**config.mk**
```make
export PLATFORM = sky130hd
export DESIGN_NAME = crf_controller
export DESIGN_NICKNAME = d
export VERILOG_FILES = /design/src/rtl/crf_pkg.sv /design/src/rtl/crf_controller.sv
export SDC_FILE = /design/constraint.sdc
export NUM_CORES = 1
export LEC_CHECK = 0
export BUFFER_PORTS_ARGS = -buffer_cell sky130_fd_sc_hd__buf_2
export CAP_MARGIN = 10
export CORE_AREA = 3 3 40 42
export CTS_BUF_LIST = sky130_fd_sc_hd__clkbuf_2 sky130_fd_sc_hd__clkbuf_4 sky130_fd_sc_hd__clkbuf_8
export CTS_CLUSTER_DIAMETER = 150
export DETAILED_ROUTE_END_ITERATION = 10
export DIE_AREA = 0 0 43 45
export PLACE_DENSITY_LB_ADDON = 0.05
export SYNTH_ARGS = -nofsm -noshare
export SYNTH_HDL_FRONTEND = slang
export SYNTH_SLANG_ARGS = --single-unit
```
**constraint.sdc**
```tcl
create_clock -name clk -period 1.25 [get_ports clk]
set_input_delay 0.375 -clock clk [delete_from_list [all_inputs] [get_ports clk]]
set_output_delay 0.375 -clock clk [all_outputs]
set_load 0.03 [all_outputs]
```
**src/rtl/crf_pkg.sv**
```systemverilog
// Shared types, constants and helpers for the cell range reference formatter.
// Holds the range and result item structs, controller commands and status, and the
// state encoding. No dependencies.
`timescale 1ns / 1ps
`default_nettype none

package crf_pkg;

	// Sheet limits
	localparam logic [31:0] MAX_ROWS = 32'd1048576;
	localparam logic [31:0] MAX_COLS = 32'd16384;

	// Narrow widths of a validated coordinate
	localparam int ROW_W  = 21;
	localparam int COL_W  = 15;
	localparam int WORK_W = ROW_W;

	// Longest digit string: seven decimal row digits
	localparam int STACK_DEPTH = 7;
	localparam int CNT_W       = 3;

	// Reciprocal multipliers: exact quotient for every valid coordinate
	localparam int                  MUL_W       = 20;
	localparam int                  PROD_W      = WORK_W + MUL_W;
	localparam logic [MUL_W-1:0]    DIV26_MUL   = 20'd20165;    // ceil(2^19 / 26)
	localparam logic [MUL_W-1:0]    DIV10_MUL   = 20'd838861;   // ceil(2^23 / 10)

	// Status codes
	localparam logic [1:0] STATUS_OK       = 2'd0;
	localparam logic [1:0] STATUS_ZERO     = 2'd1;
	localparam logic [1:0] STATUS_LIMIT    = 2'd2;
	localparam logic [1:0] STATUS_REVERSED = 2'd3;

	// ASCII codes
	localparam logic [6:0] CHAR_NUL   = 7'h00;
	localparam logic [6:0] CHAR_SPACE = 7'h20;
	localparam logic [6:0] CHAR_COLON = 7'h3A;
	localparam logic [6:0] CHAR_A     = 7'h41;
	localparam logic [6:0] CHAR_ZERO  = 7'h30;

	typedef struct packed {
		logic [31:0] top_row;
		logic [31:0] first_col;
		logic [31:0] bottom_row;
		logic [31:0] last_col;
		logic        lead_space;
	} crf_in_t;

	typedef struct packed {
		logic [6:0] out_char;
		logic       last_char;
		logic [1:0] status;
	} crf_out_t;

	typedef enum logic [2:0] {
		EMIT_NONE,
		EMIT_ERROR,
		EMIT_SPACE,
		EMIT_COLON,
		EMIT_POP
	} crf_emit_t;

	typedef enum logic [2:0] {
		ST_IDLE,
		ST_CHECK,
		ST_ERROR,
		ST_SPACE,
		ST_LOAD,
		ST_CONV,
		ST_EMIT,
		ST_COLON
	} crf_state_t;

	// Controller to datapath
	typedef struct packed {
		logic      capture;   // register a new range item
		logic      load;      // load the selected coordinate into the work register
		logic      step;      // one divide step, push one character
		crf_emit_t emit;      // kind of result item to issue
		logic      last;      // mark the issued item as final
		logic      sel_cell;  // 0 first cell, 1 last cell
		logic      sel_row;   // 0 column, 1 row
	} crf_cmd_t;

	// Datapath to controller
	typedef struct packed {
		logic [1:0] status;     // check outcome of the captured range
		logic       single;     // both cells equal
		logic       lead_space;
		logic       conv_done;  // quotient of the current step is zero
		logic       stack_one;  // one character left to issue
	} crf_sts_t;

	// Validate one cell
	function automatic logic [1:0] check_cell(input logic [31:0] row, input logic [31:0] col);
		logic [1:0] res;
		if (row == 32'd0 || col == 32'd0) begin
			res = STATUS_ZERO;
		end else if (row > MAX_ROWS || col > MAX_COLS) begin
			res = STATUS_LIMIT;
		end else begin
			res = STATUS_OK;
		end
		return res;
	endfunction

endpackage

`default_nettype wire

```
**src/rtl/crf_controller.sv**
```systemverilog
// Controller of the cell range reference formatter: sequences check, conversion
// and issue of each field. Uses crf_pkg; drives crf_datapath.
`timescale 1ns / 1ps
`default_nettype none

module crf_controller (
	input  wire               clk,
	input  wire               arst_n,
	input  wire               start,
	input  crf_pkg::crf_sts_t sts,
	output crf_pkg::crf_cmd_t cmd,
	output logic              busy
);
	import crf_pkg::*;

	crf_state_t state_q;
	crf_state_t state_d;
	logic       cell_q;
	logic       cell_d;
	logic       row_q;
	logic       row_d;

	// Next state and field selection
	always_comb begin
		state_d = state_q;
		cell_d  = cell_q;
		row_d   = row_q;
		unique case (state_q)
			ST_IDLE: begin
				if (start) begin
					state_d = ST_CHECK;
				end
			end
			ST_CHECK: begin
				cell_d = 1'b0;
				row_d  = 1'b0;
				if (sts.status != STATUS_OK) begin
					state_d = ST_ERROR;
				end else if (sts.lead_space) begin
					state_d = ST_SPACE;
				end else begin
					state_d = ST_LOAD;
				end
			end
			ST_ERROR: state_d = ST_IDLE;
			ST_SPACE: state_d = ST_LOAD;
			ST_LOAD:  state_d = ST_CONV;
			ST_CONV: begin
				if (sts.conv_done) begin
					state_d = ST_EMIT;
				end
			end
			ST_EMIT: begin
				if (sts.stack_one) begin
					if (!row_q) begin
						row_d   = 1'b1;
						state_d = ST_LOAD;
					end else if (cell_q || sts.single) begin
						state_d = ST_IDLE;
					end else begin
						state_d = ST_COLON;
					end
				end
			end
			ST_COLON: begin
				cell_d  = 1'b1;
				row_d   = 1'b0;
				state_d = ST_LOAD;
			end
			default: state_d = ST_IDLE;
		endcase
	end

	// Commands to the datapath
	always_comb begin
		cmd          = '0;
		cmd.emit     = EMIT_NONE;
		cmd.sel_cell = cell_q;
		cmd.sel_row  = row_q;
		unique case (state_q)
			ST_IDLE:  cmd.capture = start;
			ST_CHECK: cmd.capture = 1'b0;
			ST_ERROR: cmd.emit = EMIT_ERROR;
			ST_SPACE: cmd.emit = EMIT_SPACE;
			ST_LOAD:  cmd.load = 1'b1;
			ST_CONV:  cmd.step = 1'b1;
			ST_EMIT: begin
				cmd.emit = EMIT_POP;
				cmd.last = sts.stack_one && row_q && (cell_q || sts.single);
			end
			ST_COLON: cmd.emit = EMIT_COLON;
			default:  cmd.emit = EMIT_NONE;
		endcase
	end

	// State registers
	always_ff @(posedge clk or negedge arst_n) begin
		if (!arst_n) begin
			state_q <= ST_IDLE;
			cell_q  <= 1'b0;
			row_q   <= 1'b0;
		end else begin
			state_q <= state_d;
			cell_q  <= cell_d;
			row_q   <= row_d;
		end
	end

	assign busy = (state_q != ST_IDLE);

endmodule

`default_nettype wire

```
# --- After elaboration in Yosys (flattened, before gate mapping) ---
# Cells that the tools add are included.
classes:
  n_eq_ne: 10
  reduce_logical: 12
  mux: 16
ops:
  columns: ["cell", "n"]
  rows:
  - ["$mux 3", 7]
  - ["$pmux 3 s7", 1]
  - ["$eq 3x3->1 const B", 4]
  - ["$pmux 3 s4", 1]
  - ["$eq 3x2->1 const B", 2]
  - ["$ne 2x2->1 const B", 3]
  - ["$reduce_bool 2->1", 3]
  - ["$mux 1", 5]
  - ["$pmux 1 s2", 2]
  - ["$reduce_or 2->1", 2]
  - ["$eq 3x1->1 const B", 1]
  - ["$logic_not 3->1", 1]
  - ["$reduce_and 3->1", 1]
  - ["$reduce_bool 3->1", 1]
  - ["$logic_and 1x1->1", 2]
  - ["$reduce_and 2->1", 1]
  - ["$logic_or 1x1->1", 1]
totals:
  in_bits: 9
  ff_bits: 5
  out_inout_bits: 10

# --- Longest topological paths before layout ---
depth:
  ltp_word: 5
  depth_mapped: 4
  depth_no_buf: 3

# --- Least setup slack after synthesis ---
# OpenSTA, ideal clock, no wires.
synth_path:
  path_kind: "register to output"
  from: "register state_q[0]"
  to: "output cmd[8] (netlist name)"
  path_buffers: 1
  arrival_ps: 1536
  path_slack_ps: -661
  path_stages_with_launch: 4
  cell_sequence: "dfrtp_1 -> clkbuf_1 -> or3_1 -> nor2_1"
synth_rtl:
  columns: ["element", "line", "source"]
  rows:
  - ["start: declaration", "crf_controller.sv:16", "crf_state_t state_q;"]
  - ["start signal: assignment", "crf_controller.sv:103", "state_q <= state_d;"]
  - ["end: declaration", "crf_controller.sv:11", "output crf_pkg::crf_cmd_t cmd,"]

==> out/results.tsv <==
stage	metric	value	unit
power	p_per_area	2500	nW/um^2
route	vias	466	
route	drtAntennaViolNets	0	
sta	fmax	604	MHz
final_layout	multiInputGateArea	273	um^2
clock_tree	root_buffer	clkbuf_4	
synth	synth_area_leaders	dfrtp_1 34%, nor3_1 5.5%, nor2_1 5.2%	
final_layout	seqCellArea	129	um^2
final_layout	drive_gt1_frac	0.655	
final_layout	final_common_cell	buf_4	
die	core_area	1280	um^2
route	routed_wl	1130	um
final_layout	layout.cells.non_filler	99	
die	rows	13	
placement	hpwl	788	um
sta	final.setup.tns	-2.73	ns
critical_path	cp-end-kind	output pin	
synth	ys_types	26	
global_routing	grt_overflow	0	
synth	synth_top_area_cell	dfrtp_1	
critical_path	crit_path_max_fanout	6	
critical_path	start_kind	flip-flop	
clock_tree	numCtsBuffers	3	
die	die_w	43	um
critical_path	worst-setup-path-type	flip-flop to output pin	
sta	period_minus_slack	1.66	ns
sta	slew_viol_final	0	
global_routing	grt_max_degree	8	
global_routing	grt_antenna_before_repair	0	
power	internal_power	1090	uW
die	die_height	45	um
sta	finClkSkew	0.00123	ns
clock_tree	cts_tree	done	
synth	avgSynthCellArea	7.75	um^2
synth	ys_seq_elements	5	
run	cap_violations	0	
clock_tree	cts_buffer_depth	2	
placement	placed_area	584	um^2
power	p_sw_frac	0.431	
sta	fin_ws	-0.406	ns
critical_path	cp.required	0.88	ns
critical_path	cp.arrival	1.28	ns
die	start_util	0.283	
die	io-pin-count	19	
synth	yosysSeqAreaShare	0.344	
final_layout	final_cell_area	764	um^2
synth	ys_warn_count	0	
sta	finalHoldWorstSlack	0.469	ns
power	clkPwrFrac	0.114	
route	vias_per_cell	4.71	
min_path	hp-class	input pin to asynchronous set/reset pin	
placement	gp_congestion	0.748	
synth	syn_inst	47	
global_routing	grt_pass1_vias	429	
sta	setup_violations	10	
route	drc	0	
synth	synth.top_cell.area_share	0.344	
clock_tree	clk_latency	0.24	ns
placement	dp.cells	88	
global_routing	grt_usage	0.129	
global_routing	grt_pass1_wl	1840	um
power	p_leak	0.000367	uW
final_layout	antenna_cells	0	
sta	rsz0062_at_grt	yes	
power	p_seq_frac	0.170	
placement	port_buffers	18	
die	dieArea	1940	um^2
outcome	status	finished with violations	
power	vdd_drop_max	0.943	mV
sta	worst_pin_slew	0.417	ns
power	comb_power_share	0.716	
route	dr.first_iter.drc_count	4	
synth	netlist_area	364	um^2
clock_tree	cts_sinks	5	
final_layout	fill_cells	111	
route	wl_per_cell	11.4	um
clock_tree	cts.clk_slew.worst_paths	0.05	ns
sta	maxSlewHeadroom	0.720	
synth	syn_nets	56	
final_layout	fin_nets	94	
final_layout	final_cell_mix	17 x buf_4, 11 x buf_6, 9 x buf_2, 4 x clkbuf_4	
final_layout	area_growth	110	%
power	power_switching	825	uW
outcome	violations	setup timing	
clock_tree	htreeDepth	1	
route	drt_first_pass_iters	4	
sta	final_hold_viol_count	0	
sta	fin_crit_sh	1.32	
[flip-flops by register name, summed over array words and instances (netlist names)]
register  cells
state_q       3
cell_q        1
row_q         1
[through the flow]
| stage | setup WS (ns) | util | total power (uW) |
|---|---|---|---|
| after floorplan | -0.311 | - | 1100 |
| after global placement | -0.245 | 0.455 | 1330 |
| after detailed placement | -0.239 | 0.455 | 1320 |
| after CTS | -0.443 | 0.556 | 1770 |
| after global routing | -0.460 | 0.595 | 2050 |
| final | -0.406 | 0.595 | 1910 |
[metal layers]
metal | GRT usage | wire [um]
met1 | 0.156 | 490
met2 | 0.204 | 558
met3 | 0.0279 | 71
met4 | 0.0904 | 10
met5 | 0 | 0
[what timing repair did]
item | CTS | global route
hold endpoints to repair | 5 | 0
endpoints found under the setup margin | 11 | 11
pin swaps | 2 | 3
buffers inserted | 4 | 3
gates resized for setup | 19 | 11
hold buffers | 1 | 0
[cell type report]
type | instances | share of cell area
inverter | 2 | 0.00982
timing repair buffer | 38 | 0.401
clock buffer | 4 | 0.0393
multi-input combinational | 35 | 0.357
sequential | 5 | 0.169
tap | 15 | 0.0245
[path summary, 6_finish.rpt]
check | to | start | slack (ns) | depth (start not counted)
min in group clk | state_q[0]$_DFFE_PN0P_ | start | 0.50 | 3
min | row_q$_DFFE_PN0P_ | arst_n | 0.47 | 2
min reg2reg | cell_q$_DFFE_PN0N_ | cell_q$_DFFE_PN0N_ | 0.61 | 2
max in group asynchronous | cell_q$_DFFE_PN0N_ | arst_n | 0.64 | 2
max reg2reg | state_q[0]$_DFFE_PN0P_ | state_q[2]$_DFFE_PN0P_ | -0.11 | 3
max | cmd[8] | state_q[0]$_DFFE_PN0P_ | -0.41 | 3
[Yosys cell counts (all sizes together)]
cell type,number
nor3,4
nand2b,2
o31ai,1
nand4,1
clkbuf,3
nor2,5
and2,1
inv,2
nor2b,1
nor4,1
o22ai,1
buf,2
or3,1
o21ai,1
nand2,3
nand3b,1
o2111ai,1
or4b,1
a21boi,1
xor2,1
a21oi,3
or2b,1
a31oi,1
and3,2
dfrtp,5
and3b,1
[power by group through the flow]
| stage | Sequential (uW) | Combinational (uW) | Clock [uW] |
|---|---|---|---|
| 2_1_floorplan | 303 | 793 | 0 |
| 3_3_place_gp | 314 | 1010 | 0 |
| 3_5_place_dp | 308 | 1010 | 0 |
| 4_1_cts | 318 | 1230 | 225 |
| 5_1_grt | 338 | 1480 | 235 |
| 6_report | 324 | 1370 | 219 |
[cells by family (layout without fill, tap and decap cells)]
group           after synthesis  in the layout  share of synthesized area
compound gates                9              9                      0.155
xor+xnor                      1              1                     0.0241
buf+inv                       7             44                     0.0928
flops                         5              5                      0.344
simple gates                 25             25                      0.385
[worst max-delay path, cell delays in order, from the launching register on]
cell     delay [ns]
dfrtp_2        0.43
or3_4          0.39
nor2_4         0.09
buf_6          0.13
Power figures use the tool's default switching activity.
